<file path="src/design/mpld_pkg.sv">
package mpld_pkg;

  localparam int DRIVE_W = 40;
  localparam int COUNT_W = 32;
  localparam int MASK_W  = 8;
  localparam int CH_W    = 6;
  localparam int ADD_W   = 16;
  localparam int LAMP_W  = 32;

  localparam logic [CH_W-1:0]    LAMP_LO     = 6'd8;
  localparam logic [CH_W-1:0]    LAMP_HI     = 6'd39;
  localparam logic [DRIVE_W-1:0] DRIVE_RESET = 40'h30FF;

  typedef enum logic [1:0] {
    CMD_TICK  = 2'd0,
    CMD_ADD   = 2'd1,
    CMD_LAMP  = 2'd2,
    CMD_CLEAR = 2'd3
  } cmd_t;

  typedef struct packed {
    logic              busy;
    logic              release_phase;
    logic [MASK_W-1:0] pulse_mask;
    logic              drive_write;
    logic [DRIVE_W-1:0] drive_word;
  } result_t;

endpackage

</file>
<file path="src/design/mpld_step.sv">
module mpld_step
  import mpld_pkg::*;
#(
  parameter int NUM_METERS = 8
) (
  input  logic             clk,
  input  logic             rst,
  input  logic             step_en,
  input  logic             meters_enable,
  input  cmd_t             command,
  input  logic [CH_W-1:0]  channel,
  input  logic [ADD_W-1:0] pulse_count,
  output result_t          result
);

  logic [COUNT_W-1:0] counts      [NUM_METERS];
  logic [COUNT_W-1:0] counts_next [NUM_METERS];
  logic [DRIVE_W-1:0] drive_reg, drive_reg_next;
  logic [LAMP_W-1:0]  lamp_pending, lamp_pending_next;
  logic [MASK_W-1:0]  last_mask, last_mask_next;
  logic               turn_flag, turn_flag_next;

  always_comb begin
    logic [COUNT_W:0]   sum;
    logic [MASK_W-1:0]  m;
    logic [DRIVE_W-1:0] grp;
    logic [DRIVE_W-1:0] lamp_bit;
    logic               write;
    logic               busy;
    counts_next       = counts;
    drive_reg_next    = drive_reg;
    lamp_pending_next = lamp_pending;
    last_mask_next    = last_mask;
    turn_flag_next    = turn_flag;
    sum               = '0;
    m                 = '0;
    write             = 1'b0;
    grp               = {lamp_pending, {(DRIVE_W-LAMP_W){1'b0}}};
    lamp_bit          = DRIVE_W'(1) << channel;
    unique case (command)
      CMD_ADD: begin
        for (int i = 0; i < NUM_METERS; i++) begin
          sum = {1'b0, counts[i]} + (COUNT_W+1)'(pulse_count);
          if (channel == CH_W'(i)) begin
            counts_next[i] = sum[COUNT_W] ? '1 : sum[COUNT_W-1:0];
          end
        end
      end
      CMD_LAMP: begin
        if (channel >= LAMP_LO && channel <= LAMP_HI) begin
          lamp_pending_next = lamp_pending | lamp_bit[DRIVE_W-1:DRIVE_W-LAMP_W];
        end
      end
      CMD_CLEAR: begin
        for (int i = 0; i < NUM_METERS; i++) begin
          counts_next[i] = '0;
        end
        last_mask_next = '0;
        turn_flag_next = 1'b0;
      end
      CMD_TICK: begin
        if (lamp_pending != '0) begin
          // toggle the pending group as a whole
          if ((drive_reg & grp) == '0) begin
            drive_reg_next = drive_reg | grp;
          end else begin
            drive_reg_next = drive_reg & ~grp;
          end
          lamp_pending_next = '0;
          write = 1'b1;
        end
        if (meters_enable) begin
          if (turn_flag) begin
            drive_reg_next = drive_reg_next | DRIVE_W'(last_mask);
            write          = 1'b1;
            last_mask_next = '0;
            turn_flag_next = 1'b0;
          end else begin
            for (int i = 0; i < NUM_METERS; i++) begin
              if (counts[i] != '0) begin
                counts_next[i] = counts[i] - 1'b1;
                m[i]           = 1'b1;
              end
            end
            if (m != '0) begin
              drive_reg_next = drive_reg_next & ~DRIVE_W'(m);
              write          = 1'b1;
              last_mask_next = m;
              turn_flag_next = 1'b1;
            end
          end
        end
      end
      default: ;
    endcase
    busy = 1'b0;
    for (int i = 0; i < NUM_METERS; i++) begin
      if (counts_next[i] != '0) busy = 1'b1;
    end
    result.drive_word    = drive_reg_next;
    result.drive_write   = write;
    result.pulse_mask    = last_mask_next;
    result.release_phase = turn_flag_next;
    result.busy          = busy;
  end

  always_ff @(posedge clk) begin
    if (rst) begin
      for (int i = 0; i < NUM_METERS; i++) begin
        counts[i] <= '0;
      end
      drive_reg    <= DRIVE_RESET;
      lamp_pending <= '0;
      last_mask    <= '0;
      turn_flag    <= 1'b0;
    end else if (step_en) begin
      counts       <= counts_next;
      drive_reg    <= drive_reg_next;
      lamp_pending <= lamp_pending_next;
      last_mask    <= last_mask_next;
      turn_flag    <= turn_flag_next;
    end
  end

endmodule

</file>
<file path="src/design/meter_pulse_and_lamp_driver_core.sv">
// Meter pulse and lamp driver. Drives up to eight electromechanical meter
// coils (drive bits 0..7, active low) and 32 lamps (bits 8..39) through one
// 40-bit drive word. Command words: tick (0) toggles the pending lamp group
// and, with meters_enable set, alternates between a pulse phase (every meter
// with a nonzero counter is decremented and driven low) and a release phase
// (the last pulsed meters go high again); add (1) adds pulse_count to one
// meter counter, saturating at 32 bits; lamp (2) marks lamp bit channel
// (8..39) pending; clear (3) zeroes counters and the phase at once without
// touching the drive word. Every input word yields exactly one result word.
// Throughput is one word per clock while m_axis_tready stays high: an
// accepted word sits in the input register, the step logic computes the
// state update and result from it in the next cycle, and the result lands in
// the output register, which drives m_axis_tvalid. The output register
// decouples the sides: a new input word is taken while a result still waits
// for the sink, as long as the input register is empty. meters_enable is
// written via cfg_valid/cfg_data (always ready); write it only while no
// words are in flight.
module meter_pulse_and_lamp_driver_core
  import mpld_pkg::*;
#(
  parameter int NUM_METERS = 8
) (
  input  logic        clk,
  input  logic        rst,
  input  logic        s_axis_tvalid,
  output logic        s_axis_tready,
  input  logic [23:0] s_axis_tdata,  // channel[5:0], pulse_count[21:6], zero[23:22]
  input  logic [1:0]  s_axis_tuser,  // command[1:0]
  output logic        m_axis_tvalid,
  input  logic        m_axis_tready,
  output logic [55:0] m_axis_tdata,  // drive_word[39:0], drive_write[40],
                                     // pulse_mask[48:41], release_phase[49],
                                     // meters_busy[50], zero[55:51]
  input  logic        cfg_valid,
  output logic        cfg_ready,
  input  logic        cfg_data       // meters_enable
);

  // input register
  logic             in_valid;
  cmd_t             in_cmd;
  logic [CH_W-1:0]  in_ch;
  logic [ADD_W-1:0] in_cnt;

  // output register
  logic    out_valid;
  result_t out_res;
  result_t step_res;

  logic meters_enable;
  logic advance;

  // the item in the input register moves on when the output slot is free
  assign advance       = in_valid && (!out_valid || m_axis_tready);
  assign s_axis_tready = !in_valid || advance;
  assign cfg_ready     = 1'b1;

  always_ff @(posedge clk) begin
    if (rst) begin
      meters_enable <= 1'b0;
    end else if (cfg_valid) begin
      meters_enable <= cfg_data;
    end
  end

  always_ff @(posedge clk) begin
    if (rst) begin
      in_valid <= 1'b0;
    end else if (s_axis_tready) begin
      in_valid <= s_axis_tvalid;
    end
  end

  always_ff @(posedge clk) begin
    if (s_axis_tready && s_axis_tvalid) begin
      in_cmd <= cmd_t'(s_axis_tuser);
      in_ch  <= s_axis_tdata[CH_W-1:0];
      in_cnt <= s_axis_tdata[CH_W+ADD_W-1:CH_W];
    end
  end

  mpld_step #(
    .NUM_METERS(NUM_METERS)
  ) u_step (
    .clk          (clk),
    .rst          (rst),
    .step_en      (advance),
    .meters_enable(meters_enable),
    .command      (in_cmd),
    .channel      (in_ch),
    .pulse_count  (in_cnt),
    .result       (step_res)
  );

  always_ff @(posedge clk) begin
    if (rst) begin
      out_valid <= 1'b0;
    end else if (advance) begin
      out_valid <= 1'b1;
    end else if (m_axis_tready) begin
      out_valid <= 1'b0;
    end
  end

  always_ff @(posedge clk) begin
    if (advance) begin
      out_res <= step_res;
    end
  end

  assign m_axis_tvalid = out_valid;
  assign m_axis_tdata  = {5'b0, out_res.busy, out_res.release_phase, out_res.pulse_mask,
                          out_res.drive_write, out_res.drive_word};

endmodule
</file>
<file path="config.mk">
export PLATFORM = sky130hd
export DESIGN_NAME = meter_pulse_and_lamp_driver_core
export DESIGN_NICKNAME = d
export VERILOG_FILES = /design/src/design/mpld_pkg.sv /design/src/design/mpld_step.sv /design/src/design/meter_pulse_and_lamp_driver_core.sv
export SDC_FILE = /design/constraint.sdc
export NUM_CORES = 2
export LEC_CHECK = 0
export BUFFER_PORTS_ARGS = -buffer_cell sky130_fd_sc_hd__buf_2
export CORE_MARGIN = 2
export CORE_UTILIZATION = 50
export DETAILED_ROUTE_END_ITERATION = 8
export PLACE_DENSITY = 0.7
export SYNTH_ARGS = -nofsm -noshare
export SYNTH_HDL_FRONTEND = slang
export SYNTH_HIERARCHICAL = 1
export SYNTH_SLANG_ARGS = --single-unit
</file>
<file path="constraint.sdc">
create_clock -name clk -period 13.65 [get_ports clk]
set_clock_uncertainty 0.05 [all_clocks]
set_input_delay 3.4125 -clock clk [delete_from_list [all_inputs] [get_ports clk]]
set_output_delay 3.4125 -clock clk [all_outputs]
set_load 0.03 [all_outputs]
</file>
=== After elaboration in Yosys (flattened, before gate mapping) ===
Cells that the tools add are included.

* RAM bits: 0
* Output and inout bits: 59
* Bits in read-only memories: 0
* Register bits: 415
* Memories: 0
* Latch bits: 0

* Reduce and logical (&&, ||, !) cells: 32
* Shift-type cells: 1
* $add $sub $neg: 16
* Bitwise gates (word level): 8
* Multipliers: 0
* Div/mod/pow operators: 0
* Multiplexer cells: 84
* Equal/unequal tests: 12
* Order comparisons: 2

{| class="wikitable"
|+ Operators with widths
! kind !! number
|-
| $mux W32 || 26
|-
| $pmux W256 S3 || 1
|-
| $reduce_bool A32 Y1 || 17
|-
| $mux W256 || 2
|-
| $mux W40 || 7
|-
| $add A32 B16 Y33 || 8
|-
| $sub A32 B1 Y32 const B || 8
|-
| $and A40 B40 Y40 || 3
|-
| $pmux W32 S2 || 1
|-
| $mux W1 || 42
|-
| $logic_not A40 Y1 || 1
|-
| $not A40 Y40 || 1
|-
| $not A8 Y40 || 1
|-
| $or A40 B40 Y40 || 1
|-
| $or A40 B8 Y40 || 1
|-
| $shl A1 B6 Y40 const A || 1
|-
| $or A32 B32 Y32 || 1
|-
| $eq A6 B3 Y1 const B || 4
|-
| $mux W8 || 3
|-
| $pmux W8 S2 || 1
|-
| $eq A6 B2 Y1 const B || 2
|-
| $reduce_bool A8 Y1 || 1
|-
| $reduce_or A7 Y1 || 1
|-
| $eq A6 B1 Y1 const B || 1
|-
| other kinds (13) || 20
|}

=== Longest topological paths before layout ===
* Depth in word-level cells: 11
* Gate-level depth with buffers: 18

=== Cells and area by module ===
The synthesis kept the hierarchy.

{| class="wikitable"
|+ Modules (own cells, without submodules)
! module !! area each (um2) !! sequential area each (um2) !! times used !! cells an instance
|-
| mpld_step || 36110.9 || 6746.5 || 1 || 5299
|-
| meter_pulse_and_lamp_driver_core || 2442.3 || 2312.2 || 1 || 96
|}

=== Least setup slack after synthesis ===
No wires, ideal clock.

* Path kind: input-to-output
* From: input port m_axis_tready
* To: output port s_axis_tready
* Buffers on the path: 0
* Data arrival time: 3617 ps
* Cell stages on the path: 1
* Slack: 6571 ps
* Cells stage by stage: nand3b_4

* Word-level cells in the longest chain between the ends: 3

{| class="wikitable"
|+ RTL lines
! element !! RTL line !! text
|-
| start: declaration || meter_pulse_and_lamp_driver_core.sv:30 || <nowiki>input logic m_axis_tready,</nowiki>
|-
| $logic_or A1 B1 Y1 || meter_pulse_and_lamp_driver_core.sv:54 || <nowiki>assign advance = in_valid && (!out_valid || m_axis_tready);</nowiki>
|-
| $logic_and A1 B1 Y1 || meter_pulse_and_lamp_driver_core.sv:54 ||
|-
| $logic_or A1 B1 Y1 || meter_pulse_and_lamp_driver_core.sv:55 || <nowiki>assign s_axis_tready = !in_valid || advance;</nowiki>
|-
| end: declaration || meter_pulse_and_lamp_driver_core.sv:26 || <nowiki>output logic s_axis_tready,</nowiki>
|}

Every way passes these cells.

=== Worst setup path in the final report ===
Ends and elaborated chain as after synthesis.

==> results.cfg <==
[place]
post-dp-hpwl_um = 138000
portBuffers = 82
gp_congestion = 1.05

[power]
max-vdd-ir-drop_v = 0.0000966
p_leak_nw = 15.0
p_switching_mw = 1.55
p_sw_frac = 0.376
total_power_mw = 4.12
p_seq_frac = 0.339
power_frac_clock = 0.385
power_frac_comb = 0.276
intPower_mw = 2.57
power.density_nw_per_um2 = 99.0

[routing]
wire_per_inst_um = 30.7
vias = 46300
routed_via_density = 7.33
ant_nets = 0
first_pass_iters = 7
drt_iter0_markers = 7812
wl_um = 194000
drc = 0

[floorplanning]
dieHeight_um = 282
start_util = 0.506
core-area_um2 = 76200
row_count = 101
boundaryPins = 91
dieArea_um2 = 79300
die_w_um = 282

[final_layout]
fillers = 7445
drive_above_1_share = 0.0846
syn_to_final_growth_pct = 8.11
largest_reg_flops = 256
final_util = 0.547
fin_nets = 5407

[clock_tree]
hold_buffers = 0
cts_tree = yes
cts_buffers = 53
cts-resized-gates = 0
path_clk_slew_ps = 70
cts.htree.levels = 2
clock-root-buffer = clkbuf_16
clk_path_buf_depth = 3
post_cts_buffers = 0
cts_num_sinks = 415
worstSkewPairLatency_ps = 670

[setup_path]
reg2reg_from = in_cmd[0]
crit_required_ps = 10190
critical_path_arrival_ps = 3860
worstPathMaxFanout = 3
rr_endpoint = m_axis_tdata[50]
crit_type = primary input to output port
ff2ff_setup_slack_ps = 6420
reg2reg_depth = 17
start_kind = primary input
crit_path_end_kind = output port

[min_path]
hold_path.class = flip-flop to flip-flop
holdCritStartpoint = u_step/drive_reg[2]
min_to = u_step/drive_reg[2]
min_delay_path_depth = 2

[synthesis]
synth_area_per_cell_um2 = 7.15
ys_top_cells_by_area = dfxtp_1, nor2_1, edfxtp_1
ys_async_sr_fraction = 0
synth_ff_type = dfxtp_1
synth_edf_count = 75
synth.distinct_cells = 104
synth_commonest_cells = nor2_1, nand2_1, a21oi_1, clkbuf_1, dfxtp_1
yosysWarningCount = 6
synth_top_cell_area_share = 0.177
synthCells = 5395
synth-seq-cells = 415
synth.most_common_cell = nor2_1
syn_area_um2 = 38600
ys_seq_area_frac = 0.235
synth.largest_area_cell = dfxtp_1

[job]
max_cap_violations = 1

[global_routing]
first_global_vias = 40300
grt_max_degree = 158
grtUsageTotal = 0.468
overflow = 0
antenna_found_initial = 17
grt_pass1_wl_um = 277000

[timing]
rsz0062_at_grt = no
tns_ps = 0
fmax_ghz = 0.137
fin_crit_sh = 0.536
setup_viol = 0
final_max_slew_viol_count = 2
finalCriticalPeriod_ps = 7320
worst_pin_slew_ps = 1590
max-slew-margin-rel = -0.0687
finalHoldViolCount = 0

[status]
violations = capacitance limit, slew limit
outcome = finished with violations
-- logic make-up (layout without fill, tap and decap cells) --
logic type | count (synthesis) | after routing | share of synthesized area
AOI/OAI and AO/OA | 1719 | 1719 | 0.303
and+or+nand+nor | 2320 | 2320 | 0.295
xor gates and xnor gates | 135 | 135 | 0.0307
adders and majority gates | 149 | 149 | 0.0499
other | 2 | 21 | 0.000195
DFF | 415 | 415 | 0.235
muxes | 118 | 118 | 0.0321
buffers and inverters | 537 | 409 | 0.0538
-- cells in the final DEF (no fill, tap or decap), types with 110 or more instances in the layout --
master / Yosys / layout
a211oi_1: 173 / 173
a21oi_1: 407 / 407
a31oi_1: 111 / 110
buf_4: 11 / 126
dfxtp_1: 340 / 340
ha_1: 141 / 138
nand2_1: 527 / 525
nand3_1: 191 / 191
nand4_1: 119 / 119
nor2_1: 692 / 686
nor3_1: 217 / 216
o21ai_0: 300 / 298
-- worst max-delay path, cell delays in order --
cell      delay, ps
buf_2           100
nand3b_4        150
buf_2           190
-- how the worst max path moves through the flow --
stage / start / slack (ps) / cells after the start / endpoint
2_1_floorplan: m_axis_tready / 6570 / 1 / s_axis_tready
3_3_place_gp: m_axis_tready / 6340 / 3 / s_axis_tready
3_5_place_dp: m_axis_tready / 6330 / 3 / s_axis_tready
4_1_cts: m_axis_tready / 6330 / 3 / s_axis_tready
5_1_grt: m_axis_tready / 6320 / 3 / s_axis_tready
6_report: m_axis_tready / 6330 / 3 / s_axis_tready
-- through the flow --
step	cell area (µm²)	setup slack, ps	std cells	hold WS, ps
detailed placement	39700	6330	6201	410
floorplan	38600	6570	5399	392
finish	41700	6330	6316	426
CTS	41600	6330	6301	426
global route	41600	6320	6301	455
global placement	39700	6340	6201	404
-- metal layers --
layer | global-route usage | wire length, µm
met1 | 0.621 | 73900
met2 | 0.648 | 76200
met5 | 0 | 101
met3 | 0.142 | 28400
met4 | 0.315 | 15100
-- power by group through the flow --
stage                     combinational (mW)  clock, mW  sequential, mW
after floorplan                        0.716          0            1.38
after global placement                  1.07          0            1.42
after detailed placement                1.07          0            1.42
after CTS                               1.08       1.58            1.39
after global routing                    1.18       1.63            1.41
final                                   1.14       1.59            1.40
-- area by class of cell --
class	count	area, µm²	share of cell area
Clock inverter	24	377	0.00904
Inverter	99	378	0.00907
Multi-Input combinational cell	4447	27600	0.661
Sequential cell	415	9060	0.217
Clock buffer	76	1570	0.0376
Timing Repair Buffer	210	1410	0.0337
Tap cell	1030	1290	0.0309
Antenna cell	15	37.5	0.000901
(Power assumes the default switching activity.)
